===== src/vplu_pkg.sv =====
// Types, codes and constants shared by the voltage limit unit
package vplu_pkg;

	localparam int MAX_SEGMENTS_DEF = 8;
	localparam int SLOT_W           = 3;
	localparam int VOLT_W           = 8;
	localparam int COUNT_CFG_W      = 4;
	localparam int LIMIT_W          = 16;
	localparam int STATUS_W         = 2;
	localparam int DIV_STEPS        = 16;

	localparam logic [15:0] VOLT_CLAMP_LIMIT = 16'h0100;
	localparam logic [7:0]  VOLT_CLAMP_VALUE = 8'd255;

	localparam logic [COUNT_CFG_W-1:0] COUNT_RESET = 4'd1;

	localparam logic ACT_WRITE = 1'b0;
	localparam logic ACT_EVAL  = 1'b1;

	localparam logic [STATUS_W-1:0] STATUS_OK         = 2'd0;
	localparam logic [STATUS_W-1:0] STATUS_ZERO_DEN   = 2'd1;
	localparam logic [STATUS_W-1:0] STATUS_NO_SEGMENT = 2'd2;

	typedef struct packed {
		logic        action;
		logic [2:0]  segment_slot;
		logic [7:0]  seg_threshold;
		logic [7:0]  seg_slope_num;
		logic [7:0]  seg_slope_den;
		logic [15:0] seg_offset;
		logic [15:0] line_voltage;
	} item_t;

	typedef struct packed {
		logic [15:0] limit_value;
		logic [1:0]  status;
		logic [2:0]  segment_used;
	} result_t;

	typedef struct packed {
		logic [7:0]  threshold;
		logic [7:0]  num;
		logic [7:0]  den;
		logic [15:0] offset;
	} seg_t;

endpackage


===== src/voltage_piecewise_linear_limit_unit.sv =====
// Voltage piecewise-linear limit unit: sequencer, segment walk and serial divider
//   item / item_valid / item_ready carry one beat per request. A beat with
//   action ACT_WRITE stores one segment slot in the accepting cycle and
//   produces no result. A beat with action ACT_EVAL clamps line_voltage to
//   255, walks the table from slot 0 and returns one result beat on
//   result / result_valid / result_ready.
//   cfg_wr_en / cfg_wr_data set the number of slots searched (reset value 1).
// Sequence: an evaluate visits slots from 0, each with one memory read (FETCH)
//   and one compare (CHECK), then does the 8x8 multiply (MUL), runs the
//   one-bit-a-cycle divider (DIV) and adds the offset as the result beat is
//   registered (DONE). No covering slot or a zero denominator ends it early.
//   The divider and the single table read port set how long it takes.
//   item_ready is high only while the sequencer is idle, so the next beat is
//   taken only after an evaluate has left DONE; writes go back to back.
// Reset idles the sequencer, clears the output valid flag and sets the slot
//   count to 1; the table holds no defined contents until each slot is written.
// Stall: a finished result sits in the output register; the sequencer
//   returns to idle and takes the next beat while that result waits, and
//   holds its next result until the register frees.
module voltage_piecewise_linear_limit_unit #(
	parameter int MAX_SEGMENTS = vplu_pkg::MAX_SEGMENTS_DEF
) (
	input  logic                                  clk,
	input  logic                                  arst_n,
	input  logic                                  item_valid,
	output logic                                  item_ready,
	input  vplu_pkg::item_t                       item,
	output logic                                  result_valid,
	input  logic                                  result_ready,
	output vplu_pkg::result_t                     result,
	input  logic                                  cfg_wr_en,
	input  logic [vplu_pkg::COUNT_CFG_W-1:0]      cfg_wr_data
);
	import vplu_pkg::*;

	localparam int IDX_W = (MAX_SEGMENTS > 1) ? $clog2(MAX_SEGMENTS) : 1;
	localparam int CNT_W = $clog2(MAX_SEGMENTS + 1);

	localparam logic [2:0] ST_IDLE  = 3'd0;
	localparam logic [2:0] ST_FETCH = 3'd1;
	localparam logic [2:0] ST_CHECK = 3'd2;
	localparam logic [2:0] ST_MUL   = 3'd3;
	localparam logic [2:0] ST_DIV   = 3'd4;
	localparam logic [2:0] ST_DONE  = 3'd5;

	logic [2:0]             state_q;
	logic [COUNT_CFG_W-1:0] seg_count_q;
	logic [CNT_W-1:0]       count_q;
	logic [CNT_W-1:0]       count_eff;
	logic [IDX_W-1:0]       idx_q;
	logic [VOLT_W-1:0]      volts_q;
	logic [VOLT_W-1:0]      volts_in;
	logic [7:0]             num_q;
	logic [7:0]             den_q;
	logic [15:0]            off_q;
	logic [15:0]            div_q;
	logic [7:0]             rem_q;
	logic [3:0]             step_q;
	logic [STATUS_W-1:0]    st_q;
	logic [2:0]             sel_q;
	logic                   out_valid_q;
	result_t                out_q;

	logic                   item_acc;
	logic                   tbl_wr_en;
	seg_t                   tbl_wr_data;
	seg_t                   tbl_rd_data;
	logic                   last_slot;
	logic [8:0]             trial;
	logic [7:0]             trial_diff;
	logic                   trial_ge;
	logic                   out_free;

	assign item_ready = (state_q == ST_IDLE);
	assign item_acc   = item_valid && item_ready;
	assign out_free   = !out_valid_q || result_ready;

	// Clamp the slot count to the table depth
	always_comb begin
		if (int'(seg_count_q) > MAX_SEGMENTS) begin
			count_eff = CNT_W'(MAX_SEGMENTS);
		end else begin
			count_eff = CNT_W'(seg_count_q);
		end
	end

	// Clamp the line voltage to eight bits
	assign volts_in = (item.line_voltage >= VOLT_CLAMP_LIMIT) ?
		VOLT_CLAMP_VALUE : item.line_voltage[VOLT_W-1:0];

	// Store a segment on a write beat aimed inside the table
	assign tbl_wr_en = item_acc && (item.action == ACT_WRITE) &&
		(int'(item.segment_slot) < MAX_SEGMENTS);
	assign tbl_wr_data = '{threshold: item.seg_threshold, num: item.seg_slope_num,
		den: item.seg_slope_den, offset: item.seg_offset};

	vplu_seg_table #(
		.MAX_SEGMENTS (MAX_SEGMENTS),
		.IDX_W        (IDX_W)
	) u_table (
		.clk     (clk),
		.wr_en   (tbl_wr_en),
		.wr_addr (IDX_W'(item.segment_slot)),
		.wr_data (tbl_wr_data),
		.rd_addr (idx_q),
		.rd_data (tbl_rd_data)
	);

	assign last_slot = (int'(idx_q) + 1 >= int'(count_q));

	// Shared subtractor of the restoring divider; the remainder stays below den
	assign trial      = {rem_q, div_q[15]};
	assign trial_diff = trial[7:0] - den_q;
	assign trial_ge   = (trial >= {1'b0, den_q});

	// Hold the slot count register
	always_ff @(posedge clk or negedge arst_n) begin
		if (!arst_n) begin
			seg_count_q <= COUNT_RESET;
		end else if (cfg_wr_en) begin
			seg_count_q <= cfg_wr_data;
		end
	end

	// Sequence the walk, multiply and divide
	always_ff @(posedge clk or negedge arst_n) begin
		if (!arst_n) begin
			state_q <= ST_IDLE;
		end else begin
			case (state_q)
				ST_IDLE: begin
					if (item_acc && (item.action == ACT_EVAL)) begin
						state_q <= (count_eff == '0) ? ST_DONE : ST_FETCH;
					end
				end
				ST_FETCH: state_q <= ST_CHECK;
				ST_CHECK: begin
					if (volts_q <= tbl_rd_data.threshold) begin
						state_q <= (tbl_rd_data.den == '0) ? ST_DONE : ST_MUL;
					end else if (last_slot) begin
						state_q <= ST_DONE;
					end else begin
						state_q <= ST_FETCH;
					end
				end
				ST_MUL: state_q <= ST_DIV;
				ST_DIV: begin
					if (step_q == 4'(DIV_STEPS - 1)) begin
						state_q <= ST_DONE;
					end
				end
				ST_DONE: begin
					if (out_free) begin
						state_q <= ST_IDLE;
					end
				end
				default: state_q <= ST_IDLE;
			endcase
		end
	end

	// Advance the datapath registers
	always_ff @(posedge clk) begin
		case (state_q)
			ST_IDLE: begin
				volts_q <= volts_in;
				count_q <= count_eff;
				idx_q   <= '0;
				div_q   <= '0;
				off_q   <= '0;
				sel_q   <= '0;
				st_q    <= STATUS_NO_SEGMENT;
			end
			ST_CHECK: begin
				if (volts_q <= tbl_rd_data.threshold) begin
					num_q <= tbl_rd_data.num;
					den_q <= tbl_rd_data.den;
					sel_q <= 3'(idx_q);
					if (tbl_rd_data.den == '0) begin
						st_q <= STATUS_ZERO_DEN;
					end else begin
						st_q  <= STATUS_OK;
						off_q <= tbl_rd_data.offset;
					end
				end else if (!last_slot) begin
					idx_q <= idx_q + IDX_W'(1);
				end
			end
			ST_MUL: begin
				div_q  <= 16'(volts_q) * 16'(num_q);
				rem_q  <= '0;
				step_q <= '0;
			end
			ST_DIV: begin
				step_q <= step_q + 4'd1;
				if (trial_ge) begin
					rem_q <= trial_diff;
					div_q <= {div_q[14:0], 1'b1};
				end else begin
					rem_q <= trial[7:0];
					div_q <= {div_q[14:0], 1'b0};
				end
			end
			default: begin
			end
		endcase
	end

	// Hold the result beat until the receiver takes it
	always_ff @(posedge clk or negedge arst_n) begin
		if (!arst_n) begin
			out_valid_q <= 1'b0;
		end else if ((state_q == ST_DONE) && out_free) begin
			out_valid_q <= 1'b1;
		end else if (result_ready) begin
			out_valid_q <= 1'b0;
		end
	end

	always_ff @(posedge clk) begin
		if ((state_q == ST_DONE) && out_free) begin
			out_q <= '{limit_value: div_q + off_q, status: st_q, segment_used: sel_q};
		end
	end

	assign result_valid = out_valid_q;
	assign result       = out_q;

endmodule


===== src/vplu_seg_table.sv =====
// Segment table memory: one write port, one registered read port
module vplu_seg_table #(
	parameter int MAX_SEGMENTS = vplu_pkg::MAX_SEGMENTS_DEF,
	parameter int IDX_W        = (MAX_SEGMENTS > 1) ? $clog2(MAX_SEGMENTS) : 1
) (
	input  logic             clk,
	input  logic             wr_en,
	input  logic [IDX_W-1:0] wr_addr,
	input  vplu_pkg::seg_t   wr_data,
	input  logic [IDX_W-1:0] rd_addr,
	output vplu_pkg::seg_t   rd_data
);
	import vplu_pkg::*;

	seg_t mem [MAX_SEGMENTS];
	seg_t rd_data_q;

	// Store a segment and register the slot under the read pointer
	always_ff @(posedge clk) begin
		if (wr_en) begin
			mem[wr_addr] <= wr_data;
		end
		rd_data_q <= mem[rd_addr];
	end

	assign rd_data = rd_data_q;

endmodule


===== config.mk =====
export PLATFORM = sky130hd
export DESIGN_NAME = voltage_piecewise_linear_limit_unit
export DESIGN_NICKNAME = d
export VERILOG_FILES = /design/src/vplu_pkg.sv /design/src/voltage_piecewise_linear_limit_unit.sv /design/src/vplu_seg_table.sv
export SDC_FILE = /design/constraint.sdc
export NUM_CORES = 1
export LEC_CHECK = 0
export ABC_CLOCK_PERIOD_IN_PS = 6170
export BUFFER_PORTS_ARGS = -buffer_cell sky130_fd_sc_hd__clkbuf_2
export CORE_MARGIN = 10
export CORE_UTILIZATION = 61
export CTS_BUF_LIST = sky130_fd_sc_hd__clkbuf_16
export DETAILED_ROUTE_END_ITERATION = 10
export PLACE_DENSITY = 0.79
export SLEW_MARGIN = 25
export SYNTH_ARGS = -nofsm -noshare
export SYNTH_HDL_FRONTEND = slang
export SYNTH_SLANG_ARGS = --single-unit

===== constraint.sdc =====
create_clock -name clk -period 6.17 [get_ports clk]
set_input_delay 0.617 -clock clk [delete_from_list [all_inputs] [get_ports clk]]
set_output_delay 0.617 -clock clk [all_outputs]
set_load 0.02 [all_outputs]

==> reports/results.txt <==
First-pass GRT wire length - 65000 um
Synth Cell Area - 0.0204 mm2
Leak - 8.41 nW
Fillcell total - 2073
Iteration-0 DRC Markers - 915
Max-slew violations - 0
Ys Warns - 0
Nets - 1504
Mapped Cells - 1205
FF-to-FF Start - volts_q[2]
Post-layout min period - 4.74 ns
Hold path startpoint - cfg_wr_data[3]
# port buffers - 91
Vert. Die Dim - 203 um
CP most frequent cell - fa_1
Via count - 10772
Fraction of registers with async set/reset - 1.71%
Avg Inst Size Synth - 16.9 um2
Period utilization - 76.9%
Comb power frac - 40.4%
Peak supply drop - 0.000531 V
Global Route Usage Sum - 20.4%
# IOs - 92
Antenna violations before repair - 5
CP endpoint kind - register
Max_slew headroom - 30.3%
Grt total ovfl - 0
Net Switching - 4.12 mW
Root Driver - clkbuf_16
Least-Margin Pin Slew - 1.05 ns
Status - completed
Main synth FF type - edfxtp_1
FP Rows - 66
DR vias/cell - 5.97
Top cells by count, synth - 421 x edfxtp_1, 80 x mux4_2, 79 x inv_1, 73 x ha_1, 53 x and2_1
Crit path cell chain - nand2_1 > fa_1 > fa_1 > inv_1 > fa_1 > inv_1 > fa_1 > inv_1 > ha_1 > o21ai_0 > nor2_1 > o22ai_1 > o41ai_1 > xnor2_1 > o21ai_0
CP max FO - 9
Detailed Routing Iterations Pass 1 - 5
Core Region - 0.0328 mm2
Critical setup path kind - register to register
Num CTS Buffers - 46
Die X - 203 um
Worst path top cell family by delay - adder cells
Internal power - 7.83 mW
Worst hold path class - input port to register
Area Overhead vs Synth - 12.6%
Clk Latency, worst-skew pair - 0.56 ns
Final HPWL from detailed placement - 26100 um
Crit. Startpoint - volts_q[2]
DRT Wirelength - 41600 um
Synth cell types - 57
Flops & latches, synth - 469
Hold Vio Cnt, Final - 0
CTS Buffer Depth - 3
Post-synth EDFFs - 421
Flop pwr share - 36.6%
Crit start category - register
DRC - 0
Fmax - 211 MHz
Full die area - 0.0412 mm2
Worst path slowest cell - fa_1
Max stage delay on crit path - 0.55 ns
Placer's final routability congestion estimate - 0.879
Vias in the first global route - 11350
Critical Path RT - 6.46 ns
CTS tree - done
Setup_tns - 0 ns
Clk pwr share - 23.0%
Largest net degree at the start of global routing - 65
Pwr/cell area - 520 mW/mm2
Area leader, netlist - edfxtp_1
Clock skew - 0.0336 ns
Most numerous cell in the Yosys netlist - edfxtp_1
Synth top area share - 62.0%
Layout cells sized above 1 - 23.9%
Overall power - 12.0 mW
Final hold slack - 0.322 ns
Switching part of the total - 34.5%
Routed len/inst - 23.0 um
Setup repair after global routing missed its margin - no
CTS clk-pin slew, worst paths - 0.06 ns
Number of setup violations in the final report - 0
Sequential fraction of the synthesis area - 66.9%
Post-synth net total - 1385
Initial Utilization - 62.2%
Arr. time, crit path - 5.03 ns
WP buf/inv - 3
Placed cells - 1717
Routed Antenna Nets - 0
PostCTS Resize Cnt - 0
CTS HTree Levels - 2
Max cap viols - 0
Synth area leaders - edfxtp_1 62%, mux4_2 8.8%, ha_1 4.5%, dfxtp_1 3.9%, fa_1 3.7%
Clock Sinks - 469
Non-Filler Instances - 1805
[cell families (layout without fill, tap and decap cells)]
group | count (synthesis) | after routing | share of synthesized area, %
flops | 469 | 469 | 66.9
simple gates | 234 | 234 | 6.09
mux | 130 | 130 | 11.6
compound gates | 121 | 121 | 3.99
buf+inv | 115 | 271 | 2.21
fa+ha+maj | 111 | 111 | 8.21
xor+xnor | 25 | 25 | 1.07
other cells | 0 | 2 | 0
[layer usage]
layer  wire (um)  vias up  global-route usage, %  share of wire (%)
met2       21000      368                   34.1                 51
met5          14        -                      0              0.034
li1            -     4862                      -                  -
met3        2650       73                   4.35                6.4
met1       16600     5467                   26.0                 40
met4        1300        2                   7.09                3.1
[timing repair]
| action | 4_1_cts | 5_1_grt |
|---|---|---|
| buffers inserted | 0 | 0 |
| hold buffers | 1 | 0 |
| endpoints found under the hold margin | 7 | 0 |
[power groups by stage]
stage          sequential (mW)  clock (mW)  combinational [mW]
6_report                  4.37        2.75                4.83
5_1_grt                   4.41        2.93                5.39
4_1_cts                   4.37        2.80                4.85
3_5_place_dp              4.43           0                4.78
3_3_place_gp              4.41           0                4.65
2_1_floorplan             4.27           0                3.74
[cell type report]
class	instances	area, um2	area share, %
diodes	2	5.00	0.0218
clock buffers	47	1180	5.12
clock inverters	38	347	1.51
inverters	79	297	1.29
multi-input cells	621	6370	27.7
flip-flops and latches	469	13600	59.4
well taps	442	553	2.41
repair buffers	107	578	2.52
[sequential cells by signal, indices dropped and copies added (netlist names), 4 cells and up]
name,count
num_q,8
off_q,16
step_q,4
u_table.mem,320
volts_q,8
seg_count_q,4
div_q,16
u_table.rd_data,40
rem_q,8
count_q,4
result,21
den_q,8
[through the flow]
| step | util, % | cell area (um2) | setup WS (ns) |
|---|---|---|---|
| 3_5_place_dp | 65.4 | 21400 | 1.50 |
| 2_1_floorplan | - | 20400 | 1.78 |
| 3_3_place_gp | 65.4 | 21400 | 1.64 |
| 6_report | 70.1 | 23000 | 1.43 |
| 5_1_grt | 70.0 | 23000 | 1.21 |
| 4_1_cts | 70.0 | 23000 | 1.42 |
[cell usage in the layout (no fill, tap or decap), types with 4 or more instances in the layout]
cell,synthesis,routed
nor2b_1,8,8
mux4_2,80,80
nor2_1,47,39
bufinv_16,0,5
edfxtp_1,421,421
xor2_1,9,9
or3_1,5,5
nand2_1,45,45
mux2_2,44,44
a21o_1,14,14
a21oi_1,25,25
mux2i_1,6,6
dfrtp_1,7,7
nand2b_1,11,11
ha_1,73,73
dfxtp_1,40,40
nor2_4,0,6
or2_2,11,11
fa_1,38,38
nor4_1,4,4
nand4_1,5,5
clkinv_2,0,5
clkinv_1,0,11
and2_1,53,53
xnor2_1,16,16
buf_4,0,15
o21ai_0,32,31
a22o_1,4,4
a211oi_1,7,7
inv_1,79,89
nor3_1,7,5
nand3_1,5,5
clkbuf_16,0,47
clkbuf_2,0,91
o21a_1,7,7
and3_1,26,26
o31ai_1,4,4
[final timing paths]
| kind | to | slack (ns) | cells after the start |
|---|---|---|---|
| hold / removal | seg_count_q[3] | 0.32 | 2 |
| setup reg to reg | div_q[15] | 1.43 | 15 |
| hold reg to reg | num_q[5] | 0.40 | 0 |
| min in group asynchronous | seg_count_q[1] | 0.49 | 2 |
| max in group asynchronous | seg_count_q[0] | 5.39 | 2 |
| setup / recovery | div_q[15] | 1.43 | 15 |
No activity file was read; power rests on OpenSTA's default activity.
